==> config.mk <==
export PLATFORM = sky130hd
export DESIGN_NAME = tmg_pow
export DESIGN_NICKNAME = d
export VERILOG_FILES = /design/src/hdl/tmg_pkg.sv /design/src/hdl/tmg_pow.sv
export SDC_FILE = /design/constraint.sdc
export NUM_CORES = 2
export LEC_CHECK = 0
export BUFFER_PORTS_ARGS = -buffer_cell sky130_fd_sc_hd__buf_4
export CORE_ASPECT_RATIO = 1.2
export CORE_MARGIN = 2
export CORE_UTILIZATION = 35
export CTS_CLUSTER_SIZE = 40
export DETAILED_ROUTE_END_ITERATION = 8
export PLACE_DENSITY_LB_ADDON = 0.05
export SLEW_MARGIN = 20
export SYNTH_ARGS = -nofsm -noshare
export SYNTH_HDL_FRONTEND = slang
export SYNTH_SLANG_ARGS = --single-unit
==> constraint.sdc <==
create_clock -name clk -period 24.7 [get_ports clk]
set_clock_uncertainty 0.1 [all_clocks]
set_input_delay 4.94 -clock clk [delete_from_list [all_inputs] [get_ports clk]]
set_output_delay 4.94 -clock clk [all_outputs]
set_load 0.02 [all_outputs]
==> src/hdl/tmg_pkg.sv <==
`default_nettype none
package tmg_pkg;

  localparam int FRAME_DEPTH = 4096;
  localparam int ADDR_W = $clog2(FRAME_DEPTH);
  localparam int CNT_W = $clog2(FRAME_DEPTH + 1);

  localparam logic [15:0] GAMMA_RESET = 16'd4096;
  localparam logic [31:0] ONE_Q16 = 32'h0001_0000;

  localparam logic KIND_LOAD = 1'b0;
  localparam logic KIND_READ = 1'b1;

  localparam logic [1:0] STATUS_OK    = 2'd0;
  localparam logic [1:0] STATUS_EMPTY = 2'd1;
  localparam logic [1:0] STATUS_OVF   = 2'd2;

  typedef struct packed {
    logic start;
    logic raw;
  } pow_req_t;

  typedef struct packed {
    logic        done;
    logic [31:0] value;
  } pow_rsp_t;

  // 2^(2^-j) in Q2.30, entry 0 is 2.0
  typedef logic [16:0][31:0] root_tab_t;

  function automatic longint unsigned isqrt64(input longint unsigned v);
    longint unsigned x;
    longint unsigned res;
    longint unsigned b;
    x = v;
    res = 64'd0;
    b = 64'h4000_0000_0000_0000;
    for (int i = 0; i < 32; i++) begin
      if (x >= res + b) begin
        x = x - (res + b);
        res = (res >> 1) + b;
      end else begin
        res = res >> 1;
      end
      b = b >> 2;
    end
    return res;
  endfunction

  function automatic root_tab_t build_roots();
    root_tab_t t;
    longint unsigned r;
    r = 64'h8000_0000;
    t[0] = 32'h8000_0000;
    for (int j = 1; j <= 16; j++) begin
      r = isqrt64(r << 30);
      t[j] = r[31:0];
    end
    return t;
  endfunction

  localparam root_tab_t ROOT_TAB = build_roots();

endpackage
`default_nettype wire

==> src/hdl/tmg_pow.sv <==
`default_nettype none
module tmg_pow (
  input  logic             clk,
  input  logic             rst,
  input  tmg_pkg::pow_req_t req,
  input  logic [31:0]      opa,
  input  logic [31:0]      opb,
  input  logic [15:0]      gamma,
  output tmg_pkg::pow_rsp_t rsp
);
  import tmg_pkg::*;

  typedef enum logic [5:0] {
    P_IDLE = 6'b000001,
    P_NORM = 6'b000010,
    P_LOG  = 6'b000100,
    P_MUL  = 6'b001000,
    P_EXP  = 6'b010000,
    P_FIN  = 6'b100000
  } pstate_t;

  pstate_t state;
  logic [3:0]  step;
  logic        pass;
  logic        raw;
  logic [31:0] b_r;
  logic [15:0] g_r;
  logic [31:0] w;
  logic [4:0]  sh;
  logic [30:0] m;
  logic [15:0] frac;
  logic signed [22:0] lg;
  logic signed [27:0] y;
  logic [31:0] mexp;
  logic [31:0] value;
  logic        done;

  logic [31:0] w_next;
  logic [4:0]  sh_next;
  logic [31:0] mul_a, mul_b;
  logic [63:0] prod;
  logic [31:0] q;
  logic [15:0] frac_next;
  logic signed [22:0] logv;
  logic signed [22:0] diff;
  logic signed [39:0] t;
  logic signed [11:0] s;
  logic [11:0] n;
  logic [31:0] shifted;

  // binary leading-one search, one halving per cycle
  always_comb begin
    w_next = w;
    sh_next = sh;
    unique case (step[2:0])
      3'd0: if (w[31:16] == '0) begin w_next = w << 16; sh_next = sh | 5'd16; end
      3'd1: if (w[31:24] == '0) begin w_next = w << 8;  sh_next = sh | 5'd8;  end
      3'd2: if (w[31:28] == '0) begin w_next = w << 4;  sh_next = sh | 5'd4;  end
      3'd3: if (w[31:30] == '0) begin w_next = w << 2;  sh_next = sh | 5'd2;  end
      3'd4: if (!w[31])         begin w_next = w << 1;  sh_next = sh | 5'd1;  end
      default: ;
    endcase
  end

  // one shared multiplier: squaring for log2, root products for exp2
  assign mul_a = (state == P_LOG) ? {1'b0, m} : mexp;
  assign mul_b = (state == P_LOG) ? {1'b0, m} : ROOT_TAB[5'(step) + 5'd1];
  assign prod  = mul_a * mul_b;
  assign q     = prod[61:30];

  assign frac_next = {frac[14:0], q[31]};
  assign logv = $signed({2'b00, ~sh, frac_next});
  assign diff = lg - logv;
  assign t    = lg * $signed({1'b0, g_r});

  assign s = $signed(y[27:16]) - 12'sd14;
  assign n = 12'(-s);

  always_comb begin
    if (s >= 12'sd2) begin
      shifted = '1;
    end else if (s == 12'sd1) begin
      shifted = mexp[31] ? '1 : {mexp[30:0], 1'b0};
    end else if (s == 12'sd0) begin
      shifted = mexp;
    end else if (n >= 12'd31) begin
      shifted = '0;
    end else begin
      shifted = mexp >> n[4:0];
    end
  end

  always_ff @(posedge clk) begin
    if (rst) begin
      state <= P_IDLE;
      done  <= 1'b0;
    end else begin
      done <= 1'b0;
      unique case (state)
        P_IDLE: begin
          if (req.start) begin
            raw  <= req.raw;
            b_r  <= opb;
            g_r  <= gamma;
            w    <= opa;
            sh   <= '0;
            step <= '0;
            pass <= 1'b0;
            if (opa == '0) begin
              value <= (gamma == '0) ? ONE_Q16 : '0;
              done  <= 1'b1;
            end else begin
              state <= P_NORM;
            end
          end
        end
        P_NORM: begin
          w    <= w_next;
          sh   <= sh_next;
          step <= step + 4'd1;
          if (step == 4'd4) begin
            m     <= w_next[31:1];
            frac  <= '0;
            step  <= '0;
            state <= P_LOG;
          end
        end
        P_LOG: begin
          m    <= q[31] ? q[31:1] : q[30:0];
          frac <= frac_next;
          step <= step + 4'd1;
          if (step == 4'd15) begin
            step <= '0;
            if (!pass) begin
              lg <= raw ? logv - 23'sd1048576 : logv;
              if (raw) begin
                state <= P_MUL;
              end else begin
                pass  <= 1'b1;
                w     <= b_r;
                sh    <= '0;
                state <= P_NORM;
              end
            end else begin
              lg    <= (diff > 23'sd0) ? 23'sd0 : diff;
              state <= P_MUL;
            end
          end
        end
        P_MUL: begin
          y     <= t[39:12];
          mexp  <= 32'h4000_0000;
          step  <= '0;
          state <= P_EXP;
        end
        P_EXP: begin
          if (y[4'd15 - step]) begin
            mexp <= q;
          end
          step <= step + 4'd1;
          if (step == 4'd15) begin
            state <= P_FIN;
          end
        end
        P_FIN: begin
          value <= shifted;
          done  <= 1'b1;
          state <= P_IDLE;
        end
        default: state <= P_IDLE;
      endcase
    end
  end

  assign rsp.done  = done;
  assign rsp.value = value;

endmodule
`default_nettype wire

==> metrics.md <==
| Metric | Value |
|---|---|
| DR vias/cell | `5.32` |
| DP Area | `between 60000 and 70000 um^2` |
| Fin crit share | `0.597` |
| Core Footprint | `173000 um^2` |
| Number of fill cells | `about 18k` |
| Ys flop type | `edfxtp_1` |
| Die area | `178000 um^2` |
| Post-route ant nets | `0` |
| Final Hold Fails | `0` |
| Synth Cell Area | `about 61000 um^2` |
| Slew at the pin with the worst max-slew slack | `1210 ps` |
| Cell variety after synth | `96` |
| Clock Tree Buf Depth | `3` |
| Final design utilization | `0.380` |
| Syn_area_per_cell | `between 8 and 9 um^2` |
| Synth area leader | `fa_1` |
| Via count | `a little under 50k` |
| CP max FO | `30` |
| Area occupied by multi-input gates | `approximately 47000 um^2` |
| Top post-synthesis cells by count | `inv_1, fa_1, nand2_1, nor2_1, ha_1` |
| Die H | `461 um` |
| Final WL | `around 240000 um` |
| Post-CTS Resized | `0` |
| IO Pins | `roughly 120` |
| EDFF count, synth | `approximately 250` |
| Die W | `about 390 um` |
| Slowest-stage cell, CP | `a211oi_1` |
| Max H-tree Level | `1` |
| Outcome | `finished, final reports clean` |
| Area Growth Syn to Fin | `7.69%` |
| HP Class | `flop to flop` |
| Data required, critical path | `roughly 25000 ps` |
| GP Congestion | `between 1 and 1.5` |
| Max_cap viols | `0` |
| Worst-Skew Late Latency | `between 500 and 600 ps` |
| Synth Register Bits | `between 200 and 300` |
| Root buf cell | `clkbuf_16` |
| Largest net degree at the start of global routing | `a little under 60` |
| Most frequent CP cell | `fa_1` |
| Worst-path clk slew | `roughly 70 ps` |
| CP Data Arrival Time | `15030 ps` |
| RSZ-0062 raised after global routing | `false` |
| Setup Fix Bufs, Post-CTS | `0` |
| Fmax | `slightly below 70 MHz` |
| Syn Inst Count | `between 6k and 7k` |
| Initial core utilization | `0.353` |
| Final slew viol count | `0` |
| Sequential share of the synthesized area | `0.126` |
| Final setup vio count | `0` |
| 1st-iter DRT viols | `roughly 3.8k` |
| Setup_tns | `0 ps` |
| Fin crit period | `between 10000 and 15000 ps` |
| Port bufs | `~120` |
| Global-route wire length before repair | `358000 um` |
| M1 WL | `around 100000 um` |
| GRT Resource Usage Total | `0.278` |
| Met3 Routed Length | `13800 um` |
| Vias in the first global route | `52.0k` |
| Critical path class | `flop to flop` |
| Share of cells above drive strength 1 | `0.0645` |
| CTS tree | `built` |
| Final Instance Area | `between 60000 and 70000 um^2` |
| Cts bufs inserted | `26` |
| Per-cell routed wire length | `around 27 um` |
| Initial DRT Pass Iterations | `6` |
| Async SR Flop Fraction | `0` |
| Yosys warns | `0` |
| Residual DRC | `0` |
| CP peak stage delay | `about 800 ps` |
| Crit. End Element | `flop` |
| Post-synth net total | `~8.5k` |
| Slew headroom | `0.193` |
| Top layer reached by signal wires | `met5` |
| Global route overflow | `0` |
| Row count | `roughly 170` |
| Most area-consuming cells after synthesis | `fa_1, edfxtp_1, inv_1, ha_1, nand2_1` |
| Final net count | `8447` |
| WL met2 | `roughly 120000 um` |
| DPL Wire Length | `between 150000 and 200000 um` |
| CTS Hold Bufs | `0` |
| Reg area | `slightly below 8000 um^2` |
| Post-synth top area share | `0.412` |
| Initial antenna violation count | `13` |
| Crit start category | `flop` |
| Most frequent cell after synthesis | `inv_1` |
| CTS Sinks | `approximately 260` |
## final cells by class
type | count | share of cell area
Antenna cell | 2 | 0.0000762
Timing Repair Buffer | 272 | 0.0317
Multi-Input combinational cell | 4871 | 0.720
Sequential cell | 259 | 0.117
Inverter | 1295 | 0.0740
Clock buffer | 29 | 0.0104
Clock inverter | 19 | 0.00310
Tap cell | 2281 | 0.0434
## per-layer routing
layer | up-vias | global-route usage
met3 | 386 | 0.0353
li1 | 20900 | -
met2 | 1634 | 0.472
met4 | 8 | 0.0998
met5 | - | 0
met1 | 25100 | 0.362
## critical path, delay by kind of cell (launching register included)
| kind | cells | cell delay (ps) |
|---|---|---|
| fa+ha+maj | 13 | 6500 |
| compound gates | 10 | 3300 |
| simple gates | 11 | 2320 |
| buf+inv | 8 | 1270 |
| flops | 1 | 720 |
| xor+xnor | 2 | 300 |
## registers in the layout (all words and copies together), names as in the netlist, 4 cells and up
signal,flops
b_r,32
frac,15
g_r,16
lg,23
m,31
mexp,32
sh,5
state,6
step,4
value,32
w,32
y,28
## cell families (layout without fill, tap and decap cells)
kind of cell	after synthesis	count (layout)	synth area share
flip-flops	259	259	0.126
buffers and inverters	1658	1615	0.103
XOR/XNOR	101	101	0.0146
other	1	3	0.0000615
AO/OA/AOI/OAI	794	794	0.0846
AND/OR/NAND/NOR	2219	2219	0.158
multiplexers	118	118	0.0234
adder cells (fa/ha/maj)	1638	1638	0.490
## path summary, 6_finish.rpt
| path | from | end | slack, ps | depth (start not counted) |
|---|---|---|---|---|
| worst max-delay path | step[0] | lg[17] | 9960 | 44 |
| worst min register to register | b_r[18] | w[18] | 450 | 2 |
| worst min-delay path | b_r[18] | w[18] | 450 | 2 |
| worst max register to register | step[0] | lg[17] | 9960 | 44 |
## stage by stage
stage               worst slack, ps  hold slack, ps  std cells
global placement              10180             433       8976
detailed placement            10050             435       8977
CTS                            9940             452       9025
global route                   9010             467       9026
floorplan                     12310             418       6788
finish                         9960             448       9028
## cell usage in the layout, fill, tap and decap left out, types with 23 or more instances in the layout
| cell type | netlist | layout |
|---|---|---|
| nand2_1 | 981 | 977 |
| nor4_1 | 27 | 27 |
| o21bai_1 | 25 | 24 |
| nor2_1 | 720 | 717 |
| xor2_1 | 32 | 31 |
| o21ai_1 | 24 | 31 |
| inv_1 | 1293 | 1293 |
| buf_4 | 3 | 270 |
| edfxtp_1 | 252 | 252 |
| xnor2_1 | 68 | 65 |
| o21a_1 | 30 | 28 |
| a211oi_1 | 27 | 26 |
| a222oi_1 | 26 | 26 |
| nand4_1 | 26 | 26 |
| nor3_1 | 30 | 28 |
| a22oi_1 | 37 | 37 |
| ha_1 | 382 | 382 |
| mux2i_1 | 74 | 63 |
| clkbuf_16 | 0 | 27 |
| a221o_1 | 30 | 30 |
| nor2b_1 | 28 | 28 |
| nand3_1 | 43 | 43 |
| a21oi_1 | 250 | 246 |
| o211ai_1 | 23 | 23 |
| a21o_1 | 49 | 47 |
| o21ai_0 | 156 | 146 |
| and2_1 | 256 | 250 |
| nand2b_1 | 29 | 29 |
| fa_1 | 1256 | 1256 |
Power is not shown: default switching activity piles up to over one toggle a cycle in this logic, so the estimate is an artifact.
